--- config.mk ---
export PLATFORM = sky130hd
export DESIGN_NAME = mia_mul
export DESIGN_NICKNAME = d
export VERILOG_FILES = /design/src/design/mia_pkg.sv /design/src/design/mia_mul.sv
export SDC_FILE = /design/constraint.sdc
export NUM_CORES = 2
export LEC_CHECK = 0
export ABC_AREA = 1
export BUFFER_PORTS_ARGS = -buffer_cell sky130_fd_sc_hd__buf_2
export CAP_MARGIN = 25
export CORE_ASPECT_RATIO = 0.8
export CORE_MARGIN = 2
export CORE_UTILIZATION = 30
export DETAILED_ROUTE_END_ITERATION = 7
export GPL_TIMING_DRIVEN = 0
export SLEW_MARGIN = 15
export SYNTH_ARGS = -nofsm -noshare
export SYNTH_HDL_FRONTEND = slang
export SYNTH_SLANG_ARGS = --single-unit
export TNS_END_PERCENT = 30
--- constraint.sdc ---
create_clock -name clk -period 25.8 [get_ports clk]
set_clock_uncertainty 0.1 [all_clocks]
set_input_delay 5.16 -clock clk [delete_from_list [all_inputs] [get_ports clk]]
set_output_delay 5.16 -clock clk [all_outputs]
set_load 0.1 [all_outputs]
--- src/design/mia_pkg.sv ---
package mia_pkg;

	localparam int WW  = 160;
	localparam int NCH = WW / 32;
	localparam int CW  = $clog2(NCH);
	localparam int DCW = $clog2(WW);

	function automatic logic [1:0] perm_idx(input logic [1:0] k, input logic [2:0] p,
		input logic [1:0] t);
		logic [1:0] v;
		v = t;
		if (k == 2'd2) begin
			v = (p == 3'd0) ? t : ~t & 2'd1;
		end else if (k == 2'd3) begin
			case (p)
				3'd0: v = t;
				3'd1: v = (t == 2'd0) ? 2'd0 : (t == 2'd1) ? 2'd2 : 2'd1;
				3'd2: v = (t == 2'd0) ? 2'd1 : (t == 2'd1) ? 2'd0 : 2'd2;
				3'd3: v = (t == 2'd0) ? 2'd1 : (t == 2'd1) ? 2'd2 : 2'd0;
				3'd4: v = (t == 2'd0) ? 2'd2 : (t == 2'd1) ? 2'd0 : 2'd1;
				3'd5: v = (t == 2'd0) ? 2'd2 : (t == 2'd1) ? 2'd1 : 2'd0;
				default: v = t;
			endcase
		end
		return v;
	endfunction

	function automatic logic perm_odd(input logic [1:0] k, input logic [2:0] p);
		logic o;
		o = 1'b0;
		if (k == 2'd2) begin
			o = (p == 3'd1);
		end else if (k == 2'd3) begin
			o = (p == 3'd1) || (p == 3'd2) || (p == 3'd5);
		end
		return o;
	endfunction

	function automatic logic [2:0] perm_cnt(input logic [1:0] k);
		return (k == 2'd3) ? 3'd6 : (k == 2'd2) ? 3'd2 : 3'd1;
	endfunction

	function automatic logic [WW-1:0] wabs(input logic [WW-1:0] x);
		return x[WW-1] ? -x : x;
	endfunction

endpackage

--- src/design/mia_mul.sv ---
module mia_mul import mia_pkg::*; (
	input  logic          clk,
	input  logic          arst_n,
	input  logic          go,
	input  logic [WW-1:0] a,
	input  logic [31:0]   b,
	output logic          done,
	output logic [WW-1:0] prod
);

	logic [WW-1:0] a_q, acc_q;
	logic [31:0]   b_q;
	logic [CW-1:0] k_q;
	logic          busy_q, done_q;
	logic [63:0]   pp;

	// one 32x32 partial product per cycle, most significant chunk first
	assign pp = a_q[WW-1 -: 32] * b_q;

	always_ff @(posedge clk or negedge arst_n) begin
		if (!arst_n) begin
			busy_q <= 1'b0;
			done_q <= 1'b0;
			k_q    <= '0;
		end else begin
			done_q <= 1'b0;
			if (go) begin
				a_q    <= a;
				b_q    <= b;
				acc_q  <= '0;
				k_q    <= '0;
				busy_q <= 1'b1;
			end else if (busy_q) begin
				acc_q <= (acc_q << 32) + WW'(pp);
				a_q   <= a_q << 32;
				k_q   <= k_q + 1'b1;
				if (k_q == CW'(NCH - 1)) begin
					busy_q <= 1'b0;
					done_q <= 1'b1;
				end
			end
		end
	end

	assign done = done_q;
	assign prod = acc_q;

endmodule

== Yosys cells after proc, flatten, opt, wreduce, memory -nomap -nowiden ==
Index checks and enable logic that the tools add are counted.

* Bits in registers: 357
* Input port bits: 195
* Output and inout port bits: 161
* Word-level logic and storage cells: 24

* Add/sub/neg operators: 2
* $mul: 1
* Eq/ne operators: 1
* Multiplexer cells: 11
* Reduce and logical (&&, ||, !) cells: 3

{| class="wikitable"
|+ Operator list
! kind !! count
|-
| 160-bit two-way mux || 3
|-
| 160-bit by 64-bit adder with 160-bit output || 1
|-
| 32-bit by 32-bit multiplier with 64-bit output || 1
|-
| 1-bit two-way mux || 6
|-
| 3-bit two-way mux || 2
|-
| 2-bit AND reduction || 2
|-
| 3-bit by 1-bit adder with 3-bit output (second input constant) || 1
|-
| 3-bit == test (second input constant) || 1
|-
| 2-bit nonzero test || 1
|}

== Logic depth before layout (Yosys ltp) ==
* Word-level depth: 4
* Depth in mapped cells: 34
* Gate-level depth less buffers: 33

== Worst setup path after synthesis ==
Ideal clock, no wire load.

* Path kind: input -> register
* From: input port go
* To: register a_q[0] (enable)
* Setup time: 0.683 ns
* Data arrival time: 12.424 ns
* Data required time: 25.017 ns
* Path slack: 12.594 ns
* Stages: 4
* Buffers on the path: 2
* Cells stage by stage: clkbuf_1 nor2_1 clkbuf_1 nor2_1

* Longest elaborated chain between the ends: 2

{| class="wikitable"
|+ RTL lines
! what !! RTL line !! RTL
|-
| from (decl) || mia_mul.sv:4 || <nowiki>input logic go,</nowiki>
|-
| 2-bit nonzero test (no source line) || n/a ||
|-
| 2-bit AND reduction (no source line) || n/a ||
|-
| to (signal assigned) || mia_mul.sv:35 || <nowiki>a_q <= a_q << 32;</nowiki>
|-
| to (decl) || mia_mul.sv:11 || <nowiki>logic [WW-1:0] a_q, acc_q;</nowiki>
|}

Every way passes these cells.
A chain may end at the register's enable or synchronous reset.

== Worst setup path in the final report ==
* From: register a_q[136]
* To: register acc_q[156], in the netlist prod[156], data pin

* Longest elaborated chain between the ends: 3

{| class="wikitable"
|+ RTL lines
! what !! RTL line !! RTL
|-
| 32-bit by 32-bit multiplier with 64-bit output || mia_mul.sv:18 || <nowiki>assign pp = a_q[WW-1 -: 32] * b_q;</nowiki>
|-
| 160-bit by 64-bit adder with 160-bit output || mia_mul.sv:34 || <nowiki>acc_q <= (acc_q << 32) + WW'(pp);</nowiki>
|-
| 160-bit two-way mux || mia_mul.sv:33 || <nowiki>end else if (busy_q) begin</nowiki>
|-
| to (signal assigned) || mia_mul.sv:34 ||
|-
| to (decl) || mia_mul.sv:11 ||
|}

Every way passes these cells.

==> flow_metrics.env <==
export IMPL_port_buffers=354
export IMPL_drt_wl_total_mm=257
export IMPL_dp_hpwl_mm=221
export IMPL_grt_remaining_overflow=0
export IMPL_synth_top_cells_by_count="nand2_1, inv_1, fa_1"
export IMPL_syn_nets=8949
export IMPL_worst_pin_slew_ns=1.28
export IMPL_status="finished clean"
export IMPL_max_freq_mhz=105
export IMPL_syn_inst=7535
export IMPL_synth_area_leaders="fa_1, edfxtp_1, nand2_1, inv_1, ha_1"
export IMPL_end_kind="flip-flop"
export IMPL_cts_hold_buf=0
export IMPL_hold_viol=0
export IMPL_gr_usage_met3_pct=7.25
export IMPL_detail_route_first_pass_iterations=6
export IMPL_synth_cell_type_count=42
export IMPL_yosysWarnings=0
export IMPL_fin_crit_sh_pct=37.1
export IMPL_required_ns=26.11
export IMPL_cts_sinks=357
export IMPL_grt_pass1_vias=50800
export IMPL_grt_met2_usage_pct=38.7
export IMPL_post_cts_buffers=0
export IMPL_die_area_mm2=0.192
export IMPL_fill_cells=20100
export IMPL_grtUsageMet1_pct=37.7
export IMPL_worstHoldPathType="reg -> reg"
export IMPL_async_flop_share_pct=1.40
export IMPL_num_rows=142
export IMPL_grt_max_degree=87
export IMPL_place_ws_ns=16.58
export IMPL_start_kind="flip-flop"
export IMPL_die_y_um=393
export IMPL_r2r_cells=25
export IMPL_clkLatencyLatePin_ns=0.71
export IMPL_cts_buffers=46
export IMPL_rsz0062_at_grt="false"
export IMPL_initial_core_util_pct=30.2
export IMPL_maxCapViolCount=0
export IMPL_final_max_slew_viol_count=0
export IMPL_drive_above_1_share_pct=7.52
export IMPL_root_buffer="clkbuf_16"
export IMPL_synth_edff_count=352
export IMPL_clk_path_buf_depth=3
export IMPL_synth_top_area_share_pct=32.9
export IMPL_htree_num_levels=2
export IMPL_max_slew_margin_pct=14.8
export IMPL_critPathMaxFanout=10
export IMPL_setup_violations_final=0
export IMPL_via_per_inst=4.84
export IMPL_clk_pin_slew_worst_paths_ns=0.06
export IMPL_synth_ff_type="edfxtp_1"
export IMPL_gp_congestion=1.04
export IMPL_yosys_cell_count_top_type="nand2_1"
export IMPL_grt_pass1_wl_mm=364
export IMPL_worstSetupPathType="reg -> reg"
export IMPL_cts_tree="yes"
export IMPL_ctsResizeCount=0
export IMPL_synth_seq_cells=357
export IMPL_worstPathArrival_ns=9.88
export IMPL_syn_area_mm2=0.0567
export IMPL_dr_first_iter_drc_count=5741
export IMPL_min_path_cells=2
export IMPL_ant_nets=0
export IMPL_setup_ws_ns=16.23
export IMPL_yosysTopAreaCell="fa_1"
export IMPL_avgRoutedWirePerCell_um=24.4
export IMPL_nets=9390
export IMPL_coreArea_mm2=0.187
export IMPL_drc=0
export IMPL_syn_area_per_cell_um2=7.52
export IMPL_min_period_ns=9.57
export IMPL_area_growth_pct=12.5
export IMPL_synth_seq_area_share_pct=18.9
export IMPL_vias=51000
export IMPL_antenna_found_initial=12
export IMPL_ios=356
export IMPL_busiest_layer="met2"
export IMPL_tns_ns=0
export IMPL_die_width_um=490
export IMPL_grt_usage_pct=26.5
## area by class of cell
type                            instances  area [um^2]  area share, %
Multi-Input combinational cell       4862        37300           58.5
Inverter                             2056         7720           12.1
Clock inverter                         25          339          0.532
Buffer                                260          991           1.55
Clock buffer                           54         1180           1.85
Sequential cell                       357        10700           16.8
Antenna cell                            5         12.5         0.0196
Timing Repair Buffer                  393         2370           3.71
Tap cell                             2520         3150           4.95
## layout by cell type (no fill, tap or decap), types with 4 or more instances in the layout
cell       count
fa_1         931
clkbuf_1     247
o21ai_1       30
inv_6          4
nor2_1       257
clkbuf_16     46
nand2_1     2724
or2_2          5
inv_2         17
inv_1       2038
nor4_1         8
nor3_1        38
a21oi_1       92
a22o_1         4
nand4_1       41
nand2_2       13
nor3_2        16
buf_6         15
buf_1          9
buf_12         4
clkinv_2       7
buf_16         5
diode_2        5
o22ai_1        6
and2_1         7
nor3_4         6
a32o_1         4
ha_1         288
buf_2        363
o21ai_0       99
buf_8         13
nand3_1      206
bufinv_16      5
nand3_2       30
edfxtp_1     352
nor2_2        37
dfrtp_1        5
## kinds of logic after synthesis
family | share of synthesized area (%)
buf+inv | 15.4
flops | 18.9
fa+ha+maj | 39.2
compound gates | 2.24
xor+xnor | 0.0464
simple gates | 24.3
## flip-flops by register name (all words and copies together), names as in the netlist
| signal | count |
|---|---|
| done | 1 |
| k_q | 3 |
| b_q | 32 |
| busy_q | 1 |
| prod | 160 |
| a_q | 160 |
## final timing paths
path | from | endpoint | slack, ns
max reg2reg | a_q[136]$_DFFE_PP_ | prod[156]$_SDFFCE_PP0P_ | 16.23
max in group asynchronous | arst_n | k_q[2]$_DFFE_PN0N_ | 20.70
min reg2reg | a_q[8]$_SDFFCE_PN0P_ | a_q[40]$_DFFE_PP_ | 0.37
min | a_q[8]$_SDFFCE_PN0P_ | a_q[40]$_DFFE_PP_ | 0.37
max | a_q[136]$_DFFE_PP_ | prod[156]$_SDFFCE_PP0P_ | 16.23
min in group asynchronous | arst_n | k_q[0]$_DFFE_PN0N_ | 4.50
## critical path: stages (launching register included)
cell	delay [ns]
edfxtp_1	1.02
clkbuf_1	0.90
nand2_1	0.18
fa_1	0.55
inv_1	0.07
fa_1	0.45
fa_1	0.49
fa_1	0.47
fa_1	0.72
fa_1	0.49
fa_1	0.52
inv_1	0.06
fa_1	0.52
inv_1	0.06
ha_1	0.54
nand2_1	0.16
nor2_1	0.20
nand2_1	0.12
nor3_1	0.76
nand2_1	0.12
nor2_1	0.15
nand2_1	0.07
nand3_2	0.26
nand3_1	0.12
nand3_1	0.11
nand2_1	0.05
## stage by stage
step                      instances  hold WS [ns]  utilization (%)  area [um^2]
after detailed placement      10400         0.395             33.2        62200
after global placement        10400         0.392             32.9        61600
after global routing          10500         0.415             34.0        63700
after CTS                     10500         0.353             34.0        63700
after floorplan                7535         0.387                -        56700
final                         10500         0.371             34.0        63800
## metal layers
layer / routed length (um) / vias up
li1: - / 22600
met1: 110000 / 25200
met2: 105000 / 2734
met3: 32000 / 354
met4: 9220 / 14
met5: 106 / -
Power is left out: the tool's default activity adds up to more than one toggle a clock period on the data nets, which glitch-free logic cannot reach.
