`src/design/mia_pkg.sv`:
```
package mia_pkg;

	localparam int WW  = 160;
	localparam int NCH = WW / 32;
	localparam int CW  = $clog2(NCH);
	localparam int DCW = $clog2(WW);

	function automatic logic [1:0] perm_idx(input logic [1:0] k, input logic [2:0] p,
		input logic [1:0] t);
		logic [1:0] v;
		v = t;
		if (k == 2'd2) begin
			v = (p == 3'd0) ? t : ~t & 2'd1;
		end else if (k == 2'd3) begin
			case (p)
				3'd0: v = t;
				3'd1: v = (t == 2'd0) ? 2'd0 : (t == 2'd1) ? 2'd2 : 2'd1;
				3'd2: v = (t == 2'd0) ? 2'd1 : (t == 2'd1) ? 2'd0 : 2'd2;
				3'd3: v = (t == 2'd0) ? 2'd1 : (t == 2'd1) ? 2'd2 : 2'd0;
				3'd4: v = (t == 2'd0) ? 2'd2 : (t == 2'd1) ? 2'd0 : 2'd1;
				3'd5: v = (t == 2'd0) ? 2'd2 : (t == 2'd1) ? 2'd1 : 2'd0;
				default: v = t;
			endcase
		end
		return v;
	endfunction

	function automatic logic perm_odd(input logic [1:0] k, input logic [2:0] p);
		logic o;
		o = 1'b0;
		if (k == 2'd2) begin
			o = (p == 3'd1);
		end else if (k == 2'd3) begin
			o = (p == 3'd1) || (p == 3'd2) || (p == 3'd5);
		end
		return o;
	endfunction

	function automatic logic [2:0] perm_cnt(input logic [1:0] k);
		return (k == 2'd3) ? 3'd6 : (k == 2'd2) ? 3'd2 : 3'd1;
	endfunction

	function automatic logic [WW-1:0] wabs(input logic [WW-1:0] x);
		return x[WW-1] ? -x : x;
	endfunction

endpackage

```
`src/design/mia_div.sv`:
```
module mia_div import mia_pkg::*; (
	input  logic          clk,
	input  logic          arst_n,
	input  logic          go,
	input  logic [WW-1:0] num,
	input  logic [WW-1:0] den,
	output logic          done,
	output logic [WW-1:0] quo
);

	logic [WW-1:0]  n_q, d_q, rem_q, q_q;
	logic [DCW-1:0] cnt_q;
	logic           busy_q, done_q;
	logic [WW:0]    trial, diff;
	logic           qb;

	// restoring division, one quotient bit per cycle
	assign trial = {rem_q, n_q[WW-1]};
	assign diff  = trial - {1'b0, d_q};
	assign qb    = ~diff[WW];

	always_ff @(posedge clk or negedge arst_n) begin
		if (!arst_n) begin
			busy_q <= 1'b0;
			done_q <= 1'b0;
			cnt_q  <= '0;
		end else begin
			done_q <= 1'b0;
			if (go) begin
				n_q    <= num;
				d_q    <= den;
				rem_q  <= '0;
				q_q    <= '0;
				cnt_q  <= '0;
				busy_q <= 1'b1;
			end else if (busy_q) begin
				rem_q <= qb ? diff[WW-1:0] : trial[WW-1:0];
				q_q   <= {q_q[WW-2:0], qb};
				n_q   <= n_q << 1;
				cnt_q <= cnt_q + 1'b1;
				if (cnt_q == DCW'(WW - 1)) begin
					busy_q <= 1'b0;
					done_q <= 1'b1;
				end
			end
		end
	end

	assign done = done_q;
	assign quo  = q_q;

endmodule

```
`config.mk`:
```
export PLATFORM = sky130hd
export DESIGN_NAME = mia_div
export DESIGN_NICKNAME = d
export VERILOG_FILES = /design/src/design/mia_pkg.sv /design/src/design/mia_div.sv
export SDC_FILE = /design/constraint.sdc
export NUM_CORES = 1
export LEC_CHECK = 0
export BUFFER_PORTS_ARGS = -buffer_cell sky130_fd_sc_hd__buf_2
export CAP_MARGIN = 20
export CORE_MARGIN = 2
export CORE_UTILIZATION = 45
export DETAILED_ROUTE_END_ITERATION = 10
export PLACE_DENSITY = 0.73
export SYNTH_ARGS = -nofsm -noshare
export SYNTH_HDL_FRONTEND = slang
export SYNTH_SLANG_ARGS = --single-unit
```
`constraint.sdc`:
```
create_clock -name clk -period 12.08 [get_ports clk]
set_input_delay 3.624 -clock clk [delete_from_list [all_inputs] [get_ports clk]]
set_output_delay 3.624 -clock clk [all_outputs]
set_load 0.05 [all_outputs]
```
Word level (Yosys, flattened, before mapping)
Cells that the tools add are included.
{"block": "totals", "ff_bits": 650, "wordCells": 27}
{"block": "op_classes", "reduce_logical": 3, "n_eq_ne": 1, "bitwise": 1, "muxes": 13, "n_addsub": 2}
{"op": "2-to-1 mux 160 bit", "n": 5}
{"op": "subtractor 161 x 160 -> 161 bit", "n": 1}
{"op": "2-to-1 mux 8 bit", "n": 2}
{"op": "adder 8 x 1 -> 8 bit (second input constant)", "n": 1}
{"op": "== test 8 bit (second input constant)", "n": 1}
{"op": "2-to-1 mux 1 bit", "n": 6}
{"op": "AND reduction 2 bit", "n": 2}
{"op": "nonzero test 2 bit", "n": 1}
{"op": "inverter 1 bit", "n": 1}

Depth between registers and ports, before layout
Gate-level depths: netlist (run 1).
{"block": "logic_depth", "depth_word": 4, "depth_mapped": 18}

Least setup slack after synthesis (run 1)
No wires, ideal clock.
{"block": "synth_path", "kind": "input -> register", "from": "in go", "to": "reg n_q[0] (enable)", "setup_ns": 0.697, "arrival_ns": 11.156, "t_required_ns": 11.383, "setup_slack_ns": 0.226, "path_stages": 4, "path_buffers": 2, "cell_sequence": "clkbuf_1 > nor2_1 > clkbuf_1 > nor2b_1"}
{"block": "synth_via", "elab_chain_len": 2}
{"item": "start, declared", "line": "mia_div.sv:4", "text": "input logic go,"}
{"item": "nonzero test 2 bit (no line)"}
{"item": "AND reduction 2 bit (no line)"}
{"item": "end signal, assigned", "line": "mia_div.sv:30", "text": "n_q <= num;"}
{"item": "end signal, assigned", "line": "mia_div.sv:39", "text": "n_q <= n_q << 1;"}
{"item": "end, declared", "line": "mia_div.sv:11", "text": "logic [WW-1:0] n_q, d_q, rem_q, q_q;"}
Every way passes these cells.
A chain may end at the register's enable or synchronous reset.

Final worst setup path (run 1)
{"block": "layout_path", "from": "in go", "to": "reg n_q[121] (data pin)"}
{"block": "layout_via", "elab_chain_len": 1}
{"item": "2-to-1 mux 160 bit", "line": "mia_div.sv:29", "text": "if (go) begin"}
Every way passes these cells.

==> metrics.yaml, run 1 <==
synth_nets: 4294
fin_crit_sh_pct: 53.4
path_max_fanout: 81
yosysTopAreaCellShare_pct: 49.4
drive_above_1_share_pct: 19.2
fin_ws_ps: 5630
cts_resized: 0
cts_tree: "built"
finalClockSkew_ps: 25.9
syn_avg_cell_area_um2: 10.2
reg2regPathDepth: 17
worstPathArrival_ps: 6860
yosys-top-cells-count: "edfxtp_1 (640), nor2_1 (472), nand2_1 (432), a21oi_1 (287), inv_1 (210)"
seq_area_frac_synth_pct: 50.0
drcViolationCount: 0
min-delay-path-class: "register to register"
path_class: "input port to register"
chipHeight_um: 298
yosysMostFrequentCell: "edfxtp_1"
drt-vias-per-instance: 5.80
switching_share_pct: 36.4
p_int_mw: 5.28
p_sw_mw: 3.02
via_count: 31300
powerDensity_mw_per_mm2: 185
clk_pin_slew_ps: 60
setup.worst_path.end_class: "register"
final_net_count: 4650
slew_headroom_pct: 25.5
numCtsBuffers: 76
seqPwrFrac_pct: 36.0
cts_setup_buffers: 0
status: "complete, no violations"
htreeDepth: 3
p_leak_nw: 18.7
yosys_most_used_dff: "edfxtp_1"
placement.io_buffers: 483
grt_pass1_vias: 29900
pre_cts_ws_ps: 4950
num_io_pins: 484
root_buffer: "clkbuf_16"
core-area_mm2: 0.0854
clkLatencyLatePin_ps: 660
tightest_slew_ps: 1100
grt_use_total_pct: 24.7
stdcell_count: 5391
ys_top_cells_by_area: "edfxtp_1 (49%), ha_1 (5.2%), mux2_2 (4.6%)"
initial_core_util_pct: 45.5
maxCapViolations: 0
dp_cells: 5230
grt-ovfl-total: 0
drtIter0Drc: 3098
synthCells: 3809
synth-edff-count: 640
tns_ps: 0
yosys_warnings: 0
wl_per_cell_um: 21.1
ctsHoldBuffers: 0
setup_viol: 0
critical_path_required_ps: 12480
placement_rows: 107
fin_crit_ps: 6450
hold_viol_final: 0
ant_nets: 0
place_congestion: 0.971
synth_largest_area_cell: "edfxtp_1"
firstDrtPassIters: 8
hpwl_um: 83300
routed_wl_um: 114000
rsz0062_at_grt: "no"
peakVddDrop_uv: 122
grt_pass1_wl_um: 173000
grt_max_degree: 102
ctsLongestPathBuffers: 3
ys_async_sr_fraction_pct: 1.54
start_kind: "input port"
min_path_cells: 1
combPwrFrac_pct: 34.0
clock_sinks: 650
ys_types: 75
holdWs_ps: 542
fmax_ghz: 0.155
maxSlewViolCount: 0
antenna_found_initial: 35
synthesis.area_mm2: 0.0389
dieWidth_um: 298
nFillCells: 7722
syn_to_final_growth_pct: 15.3
die-area_mm2: 0.0888
synth-seq-cells: 650
pwr-share-clk_pct: 30.0
## cells by family after synthesis
kind of cell	share of synthesized area, %
AOI/OAI and AO/OA	14.8
xor gates and xnor gates	3.44
adders and majority gates	5.23
buffers and inverters	4.48
DFF	50.0
muxes	8.93
and+or+nand+nor	13.1
## per-layer routing
layer | track usage [%] | up-vias | wire (um) | share of wire [%]
met2 | 39.5 | 1275 | 52900 | 47
met4 | 9.91 | 30 | 4380 | 3.8
met1 | 32.4 | 14900 | 47000 | 41
li1 | - | 14800 | - | -
met5 | 0 | - | 172 | 0.15
met3 | 5.90 | 252 | 9200 | 8.1
## state kept, by name, summed over array words and instances, names as in the netlist
| signal | count |
|---|---|
| n_q | 160 |
| quo | 160 |
| done | 1 |
| cnt_q | 8 |
| busy_q | 1 |
| rem_q | 160 |
| d_q | 160 |
## cells in the final DEF (no fill, tap or decap), types with 9 or more instances in the layout
master	n
nand2b_1	13
mux2_2	159
a21oi_1	287
or3_1	12
nand2_1	432
a21boi_0	13
o211ai_1	10
clkinv_1	9
clkbuf_1	12
nor3_1	39
o21ai_0	203
xnor2_1	97
o21a_1	17
o21bai_1	45
and2_1	12
nor4_1	22
inv_1	210
buf_2	481
a22oi_1	22
a311oi_1	112
clkinv_2	11
nand3_1	22
a31oi_1	17
buf_4	27
a21o_1	40
clkbuf_16	76
nor2_1	471
ha_1	161
mux2i_1	168
nand4_1	103
and3_1	10
o31ai_1	15
nor2b_1	18
xor2_1	53
diode_2	18
bufinv_16	13
edfxtp_1	640
dfrtp_1	9
a211oi_1	27
## final timing paths
| check | end | from | slack, ps |
|---|---|---|---|
| worst max-delay path | n_q[121] | go | 5630 |
| worst min-delay path | n_q[56] | n_q[55] | 540 |
| worst max register to register | rem_q[52] | n_q[159] | 5660 |
| worst min register to register | n_q[56] | n_q[55] | 540 |
| max in group asynchronous | busy_q | arst_n | 6820 |
| min in group asynchronous | cnt_q[0] | arst_n | 3720 |
## power by group through the flow
stage / combinational, mW / clock, mW / sequential, mW
3_5_place_dp: 2.77 / 0 / 3.03
5_1_grt: 3.09 / 2.62 / 3.02
3_3_place_gp: 2.74 / 0 / 3.02
4_1_cts: 2.78 / 2.54 / 2.99
6_report: 2.83 / 2.49 / 2.99
2_1_floorplan: 1.96 / 0 / 3.09
## critical path: stages
cell and delay, ps:
buf_8 320, buf_4 820, buf_4 770, buf_4 740
mux2_2 410
## area by class of cell
cell class | count | area [um2] | area share [%]
Sequential cell | 650 | 19500 | 43.4
Multi-Input combinational cell | 2716 | 17700 | 39.5
Timing Repair Buffer | 511 | 2670 | 5.95
Clock buffer | 89 | 1960 | 4.37
Tap cell | 1144 | 1430 | 3.19
Inverter | 210 | 788 | 1.76
Clock inverter | 53 | 751 | 1.67
Antenna cell | 18 | 45.0 | 0.100
## through the flow
step           power, mW  instance area, um2  utilization (%)
3_3_place_gp        5.76               42100             49.3
4_1_cts             8.31               44800             52.4
6_report            8.30               44900             52.5
3_5_place_dp        5.80               42100             49.3
2_1_floorplan       5.05               38900                -
5_1_grt             8.72               44800             52.5
(Power assumes the default switching activity.)
==> run 2: changes to the inputs <==
ABC_AREA = 1   (was not set)
clock period = 6.54 ns   (was 12.08 ns; I/O delays follow)
==> run 2 against run 1 <==
Against the previous run: via count up 35%; sequential power is 79% higher; final area rose by 13%; sequential cell count is the same; largest power group is now combinational cells; power grew 82%; critical path type is now register to register; area after synthesis grew 14%; critical path depth rose by 17; sequential share of layout area down 5.0 points.
==> metrics.yaml, run 2 <==
status: "complete, no violations"
ys_async_sr_fraction_pct: 1.54
grt_use_total_pct: 33.2
drt-vias-per-instance: 5.22
multi_input_area_mm2: 0.0197
power.total_mw: 15.1
ant_nets: 0
cts_tree: "built"
cts_resized: 0
antenna_found_initial: 12
root_buffer: "clkbuf_16"
slowest_stage: "nand2_4"
chipHeight_um: 318
yosys_warnings: 0
yosys-top-cells-count: "nand2_1 (2,657), inv_1 (1,202), edfxtp_1 (640), nor2_1 (494), nand3_1 (278)"
maxSlewViolCount: 0
powerDensity_mw_per_mm2: 298
fmax_ghz: 0.210
dieWidth_um: 318
cts_setup_buffers: 0
final_cell_mix: "nand2_1 (2,657), inv_1 (1,201), edfxtp_1 (640)"
synth_top_family_by_area: "simple AND/OR/NAND/NOR gates"
min_path_cells: 1
slew_headroom_pct: 34.1
nFillCells: 9753
grt_pass1_wl_um: 252000
placement.io_buffers: 483
min-delay-path-class: "register to register"
routed_wl_um: 172000
ys_types: 44
fin_util_pct: 51.6
crit_family: "simple AND/OR/NAND/NOR gates"
htreeDepth: 3
core-area_mm2: 0.0981
numCtsBuffers: 73
synthMuxAreaShare_pct: 0
die-area_mm2: 0.101
ctsLongestPathBuffers: 3
syn_to_final_growth_pct: 14.0
placed_cell_area_mm2: 0.0481
placement_rows: 115
met2_usage_pct: 51.4
hpwl_um: 139000
start_kind: "register"
initial_core_util_pct: 45.2
grt_pass1_vias: 40200
top_usage_layer: "met2"
synth_nets: 6804
critical_path_required_ps: 7070
gr-usage-met1_pct: 48.3
syn_avg_cell_area_um2: 7.03
peakVddDrop_uv: 232
clkLatencyLatePin_ps: 690
setup.worst_path.end_class: "register"
worstPathArrival_ps: 5300
path_class: "register to register"
tns_ps: 0
num_io_pins: 484
path_max_fanout: 48
yosys_most_used_dff: "edfxtp_1"
final_common_cell: "nand2_1"
final_net_count: 7243
path_cells: "inv_1, ha_1, inv_1, fa_1, nand3_1, nand3_1, nand2_1, nand2_1, nand2_1, nand2_2, nand2_1, nand2_1, nand2_1, nand3_2, nand2_4, nand3_4, nand2_4, buf_4, nand2_1, nand2_1, nand2_1, nand2_1"
yosys.area_share.adder_pct: 4.58
drcViolationCount: 0
seq_area_frac_synth_pct: 43.8
synth_compound_area_share_pct: 6.72
ys_top_cells_by_area: "edfxtp_1 (43%), nand2_1 (22%), inv_1 (10%)"
synth-edff-count: 640
synth-seq-cells: 650
p_leak_nw: 25.8
yosysMostFrequentCell: "nand2_1"
via_count: 42300
grt-ovfl-total: 0
drive_above_1_share_pct: 9.55
met3_usage_pct: 5.23
crit_buf_inv: 3
finalClockSkew_ps: 43.6
fin_crit_ps: 4770
regArea_mm2: 0.0195
place_congestion: 1.06
path_common_cell: "nand2_1"
yosysTopAreaCellShare_pct: 43.3
yosys.area_share.xor_xnor_pct: 1.87
setup_viol: 0
cp_num_cells: 22
clock_sinks: 650
rsz0062_at_grt: "no"
hold_viol_final: 0
firstDrtPassIters: 6
clk_pin_slew_ps: 60
synthesis.area_mm2: 0.0444
grt_max_degree: 163
crit_path_max_incr_delay_ps: 630
synth_largest_area_cell: "edfxtp_1"
maxCapViolations: 0
tightest_slew_ps: 989
synthCells: 6319
reg2regPathDepth: 22
drtIter0Drc: 4462
wl_per_cell_um: 21.3
ctsHoldBuffers: 0
fin_crit_sh_pct: 72.9
synthSimpleGateAreaFrac_pct: 31.2
final_area_mm2: 0.0506
-- run 2: changes by cell type after synthesis, moves of 85 or more --
cell,delta
o22ai_1,+151
inv_1,+992
a311oi_1,-112
nand4_1,-91
o21ai_0,-99
nand2_1,+2225
mux2_2,-159
mux2i_1,-168
nand3_1,+256
clkbuf_1,-85
-- run 2: cells by family (layout without fill, tap and decap cells) --
logic type / after synthesis / in the layout
AND/OR/NAND/NOR: 3525 / 3525
buffers and inverters: 1354 / 1852
flip-flops: 650 / 650
AO/OA/AOI/OAI: 533 / 533
adder cells (fa/ha/maj): 162 / 162
XOR/XNOR: 95 / 95
other: 0 / 5
-- run 2: power by group --
| group | switching, mW | internal, mW | leakage [nW] |
|---|---|---|---|
| logic | 3.93 | 1.51 | 18.1 |
| clock network | 1.85 | 2.47 | 1.19 |
| registers | 0.245 | 5.09 | 6.49 |
-- run 2: cell type report --
cell class / instances / share of cell area [%]
Timing Repair Buffer: 502 / 5.38
Clock buffer: 91 / 3.84
Sequential cell: 650 / 38.5
Inverter: 1216 / 9.04
Antenna cell: 5 / 0.0247
Multi-Input combinational cell: 4315 / 39.0
Tap cell: 1287 / 3.18
Clock inverter: 43 / 1.11
-- run 2: metrics by stage --
| step | setup WS, ps | instances | hold slack [ps] |
|---|---|---|---|
| 2_1_floorplan | 75.2 | 6319 | 434 |
| 3_3_place_gp | 1970 | 7970 | 462 |
| 3_5_place_dp | 1870 | 7970 | 460 |
| 4_1_cts | 1850 | 8104 | 468 |
| 5_1_grt | 1570 | 8105 | 485 |
| 6_report | 1770 | 8109 | 471 |
-- run 2: worst register-to-register path: stages (launching register included) --
cell and delay, ps:
edfxtp_1 390, inv_1 70, ha_1 130, inv_1 60
fa_1 400, nand3_1 160, nand3_1 220, nand2_1 120
nand2_1 140, nand2_1 110, nand2_2 110, nand2_1 80
nand2_1 170, nand2_1 160, nand3_2 240, nand2_4 200
nand3_4 250, nand2_4 640, buf_4 530, nand2_1 160
nand2_1 110, nand2_1 70, nand2_1 100
-- run 2: path summary, 6_finish.rpt --
kind | startpoint | to | slack (ps)
max in group asynchronous | arst_n | cnt_q[1] | 4260
worst min-delay path | cnt_q[7] | cnt_q[7] | 470
worst min register to register | cnt_q[7] | cnt_q[7] | 470
min in group asynchronous | arst_n | done | 1840
worst max-delay path | n_q[159] | rem_q[75] | 1770
worst max register to register | n_q[159] | rem_q[75] | 1770
-- run 2: per-layer routing --
layer | up-vias | part of all wire [%]
li1 | 20500 | -
met1 | 19800 | 46
met2 | 1705 | 43
met3 | 253 | 7.8
met4 | 14 | 3.0
met5 | - | 0.053
